===== config.mk =====
export PLATFORM = sky130hd
export DESIGN_NAME = proximity_door_interlock
export DESIGN_NICKNAME = d
export VERILOG_FILES = /design/src/hdl/pdi_pkg.sv /design/src/hdl/pdi_in_stage.sv /design/src/hdl/pdi_core.sv /design/src/hdl/pdi_out_stage.sv /design/src/hdl/proximity_door_interlock.sv
export SDC_FILE = /design/constraint.sdc
export NUM_CORES = 1
export LEC_CHECK = 0
export BUFFER_PORTS_ARGS = -buffer_cell sky130_fd_sc_hd__buf_2
export CAP_MARGIN = 30
export CELL_PAD_IN_SITES_DETAIL_PLACEMENT = 2
export CELL_PAD_IN_SITES_GLOBAL_PLACEMENT = 2
export CORE_ASPECT_RATIO = 0.6
export CORE_UTILIZATION = 39
export CTS_CLUSTER_SIZE = 14
export DETAILED_ROUTE_END_ITERATION = 10
export HOLD_SLACK_MARGIN = 0.1
export MAX_ROUTING_LAYER = met4
export PLACE_DENSITY = 0.92
export SLEW_MARGIN = 15
export SYNTH_ARGS = -nofsm -noshare
export SYNTH_HDL_FRONTEND = slang
export SYNTH_SLANG_ARGS = --single-unit

===== constraint.sdc =====
create_clock -name clk_i -period 3.5 [get_ports clk_i]
set_input_delay 0.175 -clock clk_i [delete_from_list [all_inputs] [get_ports clk_i]]
set_output_delay 0.175 -clock clk_i [all_outputs]
set_load 0.02 [all_outputs]

===== src/hdl/pdi_pkg.sv =====
package pdi_pkg;

  // Event codes carried in the kind field
  typedef enum logic [2:0] {
    KindScan         = 3'd0,
    KindSwitch       = 3'd1,
    KindTick         = 3'd2,
    KindRemoteLock   = 3'd3,
    KindRemoteUnlock = 3'd4,
    KindRemoteOpen   = 3'd5
  } kind_e;

  typedef enum logic [1:0] {
    LockNone   = 2'd0,
    LockSwitch = 2'd1,
    LockRemote = 2'd2,
    LockBoth   = 2'd3
  } lock_e;

  localparam int unsigned CfgIdxW  = 1;
  localparam int unsigned CfgDataW = 16;

  typedef enum logic [CfgIdxW-1:0] {
    CfgThreshold = 1'b0,
    CfgHold      = 1'b1
  } cfg_idx_e;

  localparam int unsigned ElapsedW = 17;

  localparam logic signed [7:0]    ThresholdReset = -8'sd78;
  localparam logic [15:0]          HoldReset      = 16'd10;
  localparam logic [ElapsedW-1:0]  ElapsedMax     = {ElapsedW{1'b1}};

  typedef struct packed {
    logic [2:0]        kind;
    logic              beacon_found;
    logic signed [7:0] signal_strength;
    logic              switch_locked;
  } in_item_t;

  typedef struct packed {
    logic              relay_on;
    logic [1:0]        lock_status;
    logic [31:0]       open_total;
    logic signed [7:0] latest_strength;
  } out_item_t;

endpackage


===== src/hdl/pdi_in_stage.sv =====
module pdi_in_stage (
  input  logic             clk_i,
  input  logic             rst_ni,
  input  logic             in_valid_i,
  output logic             in_stall_o,
  input  pdi_pkg::in_item_t in_item_i,
  input  logic             advance_i,
  output logic             valid_o,
  output pdi_pkg::in_item_t item_o
);
  import pdi_pkg::*;

  logic     valid_q, valid_d;
  in_item_t item_q;
  logic     take;

  // Stage empties on advance, so a new transfer can land in the same cycle
  assign in_stall_o = valid_q & ~advance_i;
  assign take       = in_valid_i & ~in_stall_o;
  assign valid_d    = take | (valid_q & ~advance_i);

  always_ff @(posedge clk_i or negedge rst_ni) begin
    if (!rst_ni) begin
      valid_q <= 1'b0;
    end else begin
      valid_q <= valid_d;
    end
  end

  always_ff @(posedge clk_i) begin
    if (take) begin
      item_q <= in_item_i;
    end
  end

  assign valid_o = valid_q;
  assign item_o  = item_q;

endmodule


===== src/hdl/pdi_core.sv =====
module pdi_core (
  input  logic                             clk_i,
  input  logic                             rst_ni,
  input  logic                             cfg_we_i,
  input  logic [pdi_pkg::CfgIdxW-1:0]      cfg_idx_i,
  input  logic [pdi_pkg::CfgDataW-1:0]     cfg_data_i,
  input  logic                             upd_i,
  input  pdi_pkg::in_item_t                item_i,
  output pdi_pkg::out_item_t               result_o
);
  import pdi_pkg::*;

  logic signed [7:0]   thresh_q;
  logic [15:0]         hold_q;

  logic                door_q, door_d;
  lock_e               lock_q, lock_d;
  logic [ElapsedW-1:0] elapsed_q, elapsed_d;
  logic [31:0]         count_q, count_d;
  logic signed [7:0]   strength_q, strength_d;

  logic                can_open;

  function automatic lock_e lock_add(lock_e cur, lock_e src);
    lock_e r;
    if (cur == LockNone) begin
      r = src;
    end else if (cur != src) begin
      r = LockBoth;
    end else begin
      r = cur;
    end
    return r;
  endfunction

  function automatic lock_e lock_drop(lock_e cur, lock_e src);
    lock_e r;
    if (cur == src) begin
      r = LockNone;
    end else if (cur == LockBoth) begin
      r = (src == LockSwitch) ? LockRemote : LockSwitch;
    end else begin
      r = cur;
    end
    return r;
  endfunction

  always_ff @(posedge clk_i or negedge rst_ni) begin
    if (!rst_ni) begin
      thresh_q <= ThresholdReset;
      hold_q   <= HoldReset;
    end else if (cfg_we_i) begin
      unique case (cfg_idx_e'(cfg_idx_i))
        CfgThreshold: thresh_q <= cfg_data_i[7:0];
        CfgHold:      hold_q   <= cfg_data_i;
        default: ;
      endcase
    end
  end

  assign can_open = ~door_q & (lock_q == LockNone);

  always_comb begin
    door_d     = door_q;
    lock_d     = lock_q;
    elapsed_d  = elapsed_q;
    count_d    = count_q;
    strength_d = strength_q;
    unique case (item_i.kind)
      KindScan: begin
        if (item_i.beacon_found) begin
          strength_d = item_i.signal_strength;
          if (item_i.signal_strength > thresh_q && can_open) begin
            door_d    = 1'b1;
            elapsed_d = '0;
            count_d   = count_q + 32'd1;
          end
        end
      end
      KindSwitch: begin
        if (item_i.switch_locked) begin
          door_d    = 1'b0;
          elapsed_d = '0;
          lock_d    = lock_add(lock_q, LockSwitch);
        end else begin
          lock_d = lock_drop(lock_q, LockSwitch);
          // auto close once the hold time has run out
          if (door_q && (elapsed_q > {1'b0, hold_q})) begin
            door_d    = 1'b0;
            elapsed_d = '0;
          end
        end
      end
      KindTick: begin
        if (door_q && (elapsed_q != ElapsedMax)) begin
          elapsed_d = elapsed_q + 1'b1;
        end
      end
      KindRemoteLock: begin
        lock_d    = lock_add(lock_q, LockRemote);
        door_d    = 1'b0;
        elapsed_d = '0;
      end
      KindRemoteUnlock: begin
        lock_d = lock_drop(lock_q, LockRemote);
      end
      KindRemoteOpen: begin
        if (can_open) begin
          door_d    = 1'b1;
          elapsed_d = '0;
          count_d   = count_q + 32'd1;
        end
      end
      default: ;
    endcase
  end

  always_ff @(posedge clk_i or negedge rst_ni) begin
    if (!rst_ni) begin
      door_q     <= 1'b0;
      lock_q     <= LockNone;
      elapsed_q  <= '0;
      count_q    <= '0;
      strength_q <= '0;
    end else if (upd_i) begin
      door_q     <= door_d;
      lock_q     <= lock_d;
      elapsed_q  <= elapsed_d;
      count_q    <= count_d;
      strength_q <= strength_d;
    end
  end

  assign result_o.relay_on        = door_d;
  assign result_o.lock_status     = lock_d;
  assign result_o.open_total      = count_d;
  assign result_o.latest_strength = strength_d;

`ifndef ASSERT_OFF
  // any lock closes the door and no open happens while locked
  a_open_unlocked: assert property (@(posedge clk_i) disable iff (!rst_ni)
    door_q |-> (lock_q == LockNone))
    else $error("door open while locked");

  a_elapsed_closed: assert property (@(posedge clk_i) disable iff (!rst_ni)
    !door_q |-> (elapsed_q == '0))
    else $error("elapsed time nonzero with door closed");

  a_count_on_open: assert property (@(posedge clk_i) disable iff (!rst_ni)
    (count_q != $past(count_q)) |-> ($rose(door_q) && count_q == $past(count_q) + 32'd1))
    else $error("open count moved without an opening");

  a_no_update_idle: assert property (@(posedge clk_i) disable iff (!rst_ni)
    !upd_i |=> $stable(door_q) && $stable(lock_q) && $stable(elapsed_q))
    else $error("state changed without an item");
`endif

endmodule


===== src/hdl/pdi_out_stage.sv =====
module pdi_out_stage (
  input  logic               clk_i,
  input  logic               rst_ni,
  input  logic               load_i,
  input  pdi_pkg::out_item_t result_i,
  output logic               free_o,
  output logic               out_valid_o,
  input  logic               out_stall_i,
  output pdi_pkg::out_item_t out_item_o
);
  import pdi_pkg::*;

  logic      valid_q, valid_d;
  out_item_t res_q;

  // register can take a new result when empty or when its transfer completes now
  assign free_o  = ~valid_q | ~out_stall_i;
  assign valid_d = load_i | (valid_q & out_stall_i);

  always_ff @(posedge clk_i or negedge rst_ni) begin
    if (!rst_ni) begin
      valid_q <= 1'b0;
    end else begin
      valid_q <= valid_d;
    end
  end

  always_ff @(posedge clk_i) begin
    if (load_i) begin
      res_q <= result_i;
    end
  end

  assign out_valid_o = valid_q;
  assign out_item_o  = res_q;

endmodule


===== src/hdl/proximity_door_interlock.sv =====
// Door interlock controller. Each input transfer is one event (scan result, lockout
// switch sample, one-second tick, remote lock/unlock/open) and yields exactly one
// output transfer reporting the door relay, lock source, opening count and last
// beacon strength after that event. An event sits in the input register, is
// evaluated combinationally against the controller state, and its result goes to
// the output register. One event per cycle is sustained while the output is not
// stalled. A stalled output holds its result; the next event then waits in the
// input register and a third one sees the input stall. The user must write
// threshold and hold time through the cfg port while no event is in flight; the
// block itself does not enforce this.
module proximity_door_interlock (
  input  logic                         clk_i,
  input  logic                         rst_ni,
  input  logic                         cfg_we_i,
  input  logic [pdi_pkg::CfgIdxW-1:0]  cfg_idx_i,
  input  logic [pdi_pkg::CfgDataW-1:0] cfg_data_i,
  input  logic                         in_valid_i,
  output logic                         in_stall_o,
  input  pdi_pkg::in_item_t            in_item_i,
  output logic                         out_valid_o,
  input  logic                         out_stall_i,
  output pdi_pkg::out_item_t           out_item_o
);
  import pdi_pkg::*;

  logic      s0_valid;
  in_item_t  s0_item;
  logic      out_free;
  logic      advance;
  out_item_t result;

  assign advance = s0_valid & out_free;

  pdi_in_stage u_in (
    .clk_i      (clk_i),
    .rst_ni     (rst_ni),
    .in_valid_i (in_valid_i),
    .in_stall_o (in_stall_o),
    .in_item_i  (in_item_i),
    .advance_i  (advance),
    .valid_o    (s0_valid),
    .item_o     (s0_item)
  );

  pdi_core u_core (
    .clk_i      (clk_i),
    .rst_ni     (rst_ni),
    .cfg_we_i   (cfg_we_i),
    .cfg_idx_i  (cfg_idx_i),
    .cfg_data_i (cfg_data_i),
    .upd_i      (advance),
    .item_i     (s0_item),
    .result_o   (result)
  );

  pdi_out_stage u_out (
    .clk_i       (clk_i),
    .rst_ni      (rst_ni),
    .load_i      (advance),
    .result_i    (result),
    .free_o      (out_free),
    .out_valid_o (out_valid_o),
    .out_stall_i (out_stall_i),
    .out_item_o  (out_item_o)
  );

endmodule

==> summary.txt <==
Routing
  • Drc violations: 0
  • Post-DRT Antenna Nets: 0
  • First-pass detailed-route iteration total: 5
  • Drt total wl: 27.54 mm
  • Vias: 5741
  • Initial DRC count: 465
  • Via/cell ratio: 5.817
  • Wire length per cell: 27.90 um

Critical path
  • CP max stage delay: 0.46 ns
  • CP Capture Type: flop
  • Cell family with most CP delay: compound AO/OA/AOI/OAI gates
  • R2R setup slack: 0.05 ns
  • Critical path's slowest cell: dfrtp_1
  • Critical Path Fanout Max: 17
  • Critical path arrival: 3.75 ns
  • CP bufs+invs: 0
  • Cells on worst reg2reg path: 11
  • Worst Path Required: 3.80 ns
  • Startpoint Class: flop
  • Reg2reg end: u_core.elapsed_q[8]
  • CP Cell Sequence: ha_1 -> nand3_1 -> or3_4 -> nor2_1 -> and3_1 -> ha_1 -> nand2b_1 -> a2111oi_4 -> o21ai_1 -> a211o_4 -> a221o_1
  • Setup Crit Path Kind: reg2reg
  • Most used cell, CP: ha_1
  • RR Startpoint: u_core.elapsed_q[0]

Finish
  • Layout area overhead: 23.89%
  • Finished Layout Cells: 987
  • ANT cells: 0
  • Design Area, Final: 0.008657 mm^2
  • Nets: 802
  • Layout cells sized above 1: 22.84%

Hold path
  • HP Start: cfg_idx_i
  • Hold Path End: u_core.thresh_q[2]
  • Worst hold path depth: 3
  • Hold Path Class: in2reg

STA
  • Setup_tns: 0 ns
  • Final Max Slew Viols: 0
  • Fin crit share: 98.54%
  • Worst-margin pin slew: 1.023 ns
  • Max_slew headroom: 31.74%
  • Worst Clk Skew: 0.01974 ns
  • Hold_ws: 0.1198 ns
  • Final Setup Violations: 0
  • Final Critical Period: 3.449 ns
  • Max Freq: 289.9 MHz
  • Final Hold Viols: 0

Die
  • # rows: 37
  • Die area: 0.01847 mm^2
  • Initial Util: 40.36%
  • Die width: 174.8 um
  • Ports: 80
  • Core area: 0.01731 mm^2
  • Die height: 105.7 um

Global routing
  • Grt total ovfl: 0
  • Most used routing layer: met2
  • Routing usage on met3: 6.962%
  • Total Routing Usage GR: 32.72%
  • Initial antenna violation count: 0
  • M1 GR Usage: 39.54%
  • Global-route wire length before repair: 43.16 mm
  • Largest net degree at the start of global routing: 45
  • Vias in the first global route: 6571
  • GR met2 Demand/Resource: 53.20%

Placed design
  • Post-DP Area: 0.007664 mm^2
  • # port buffers: 79
  • Global placement routability congestion: 0.8629
  • Dpl hpwl: 15.84 mm
  • Placed Cells: 921

Pwr
  • Pwr Total: 4.920 mW
  • Net Sw Power: 1.484 mW
  • Clock share of power: 41.1%
  • Pint: 3.436 mW
  • P_leak: 3.928 nW
  • Power Density: 568.3 mW/mm^2
  • Combinational power share: 16.1%
  • Sequential share of power: 42.8%
  • Sw frac: 30.16%
  • Peak supply drop: 0.0003476 V

Clock network
  • Root buf cell: clkbuf_16
  • Clk_lat worst skew: 0.45 ns
  • TritonCTS clock tree: built
  • CTS Buf Count: 17
  • Clock buffer depth: 2
  • Htree depth: 4
  • Clock slew at reported path FFs: 0.07 ns
  • CTS sink cnt: 142

Outcome
  • Status: completed

Synthesis
  • Yosys top cell area share: 28.65%
  • Synth area leaders: dfrtp_1 29%, edfxtp_1 24%, ha_1 4.8%, xor2_1 4.4%, mux2_2 4.4%
  • Yosys cell types: 55
  • Number of synthesized flops with an enable pin: 56
  • Mapped cell area: 0.006988 mm^2
  • Avg Cell Area, Syn: 11.22 um^2
  • Syn. warnings: 0
  • Register bit total from synthesis: 142
  • Syn Inst Count: 623
  • Area leader, netlist: dfrtp_1
  • Synth Flop Type: dfrtp_1
  • Synth top cells by count: 80 x dfrtp_1, 72 x nand2_1, 56 x edfxtp_1, 36 x nand3_1, 35 x xor2_1
  • Seq/Total Area, Yosys: 54.97%
  • Syn nets: 685
  • Post-synth ARST share: 60.56%
  • Top-count cell post-synth: dfrtp_1

Job
  • Max-Cap Viols: 0
worst max path at each step:
stage / cells after the start / startpoint / slack (ns) / end
2_1_floorplan: 13 / u_core.elapsed_q[0] / 0.63 / u_core.elapsed_q[13]
4_1_cts: 11 / u_core.elapsed_q[0] / 0.06 / u_core.elapsed_q[9]
3_3_place_gp: 11 / u_core.elapsed_q[0] / 0.35 / u_core.elapsed_q[14]
6_report: 11 / u_core.elapsed_q[0] / 0.05 / u_core.elapsed_q[8]
3_5_place_dp: 8 / u_core.thresh_q[5] / 0.03 / u_out.out_item_o[24]
5_1_grt: 11 / u_core.elapsed_q[0] / -0.06 / u_core.elapsed_q[8]
repair_timing:
| action | CTS | global route |
|---|---|---|
| endpoints found under the setup margin | 14 | 12 |
| buffers inserted | 0 | 0 |
| hold buffers | 33 | 0 |
| pin swaps | 0 | 0 |
| hold endpoints to repair | 72 | 0 |
| gates resized for setup | 3 | 2 |
sequential cells by signal (all words and copies together) (netlist names):
register,cells
u_out.out_item_o,43
u_core.count_q,32
u_core.elapsed_q,17
u_core.hold_q,16
u_in.item_o,13
u_core.strength_q,8
u_core.thresh_q,8
u_core.lock_q,2
u_core.door_q,1
u_in.valid_o,1
u_out.out_valid_o,1
through the flow:
stage                     worst slack (ns)  utilization (%)
after global routing              -0.05557            50.00
after global placement              0.3537            44.10
after CTS                          0.05890            49.86
after detailed placement           0.03448            44.26
after floorplan                     0.6326                -
final                              0.05106            50.00
cell families after synthesis:
| family | share of synthesized area (%) |
|---|---|
| adders and majority gates | 4.834 |
| xor gates and xnor gates | 7.645 |
| and+or+nand+nor | 17.49 |
| buffers and inverters | 3.527 |
| DFF | 54.97 |
| muxes | 4.799 |
| AOI/OAI and AO/OA | 6.732 |
placed cells by master (no fill, tap or decap), drive strengths merged, types with 26 or more instances in the layout:
cell type / n
xor2: 35
edfxtp: 56
inv: 32
dfrtp: 80
mux2: 28
nor3: 33
xnor2: 26
buf: 91
nand2: 72
dlygate4sd3: 33
nor2: 27
ha: 27
nand3: 36
power groups by stage:
stage	sequential (mW)	combinational, mW	clock, mW
2_1_floorplan	2.13	0.361	0
3_3_place_gp	2.08	0.607	0
3_5_place_dp	2.11	0.690	0
4_1_cts	2.09	0.755	2.01
5_1_grt	2.12	0.845	2.09
6_report	2.10	0.793	2.02
metal layers:
layer | wire length, um | share of wire [%]
met5 | 0 | 0
met4 | 1013 | 3.7
met3 | 1512 | 5.5
met2 | 13460 | 49
met1 | 11560 | 42
worst reg2reg max path, stage by stage (launching register included):
cell       delay [ns]
dfrtp_1          0.46
ha_1             0.27
nand3_1          0.24
or3_4            0.23
nor2_1           0.07
and3_1           0.17
ha_1             0.20
nand2b_1         0.19
a2111oi_4        0.42
o21ai_1          0.20
a211o_4          0.43
a221o_1          0.45
layout make-up:
type	instances	area (um^2)
fill	1718	8657
sequential	142	3841
multi-input combinational	425	2932
timing repair buffer	124	850.8
clock buffer	18	439.2
tap	234	292.8
clock inverter	14	188.9
inverter	30	112.6
Note: power is estimated with default switching activity, not from simulation.
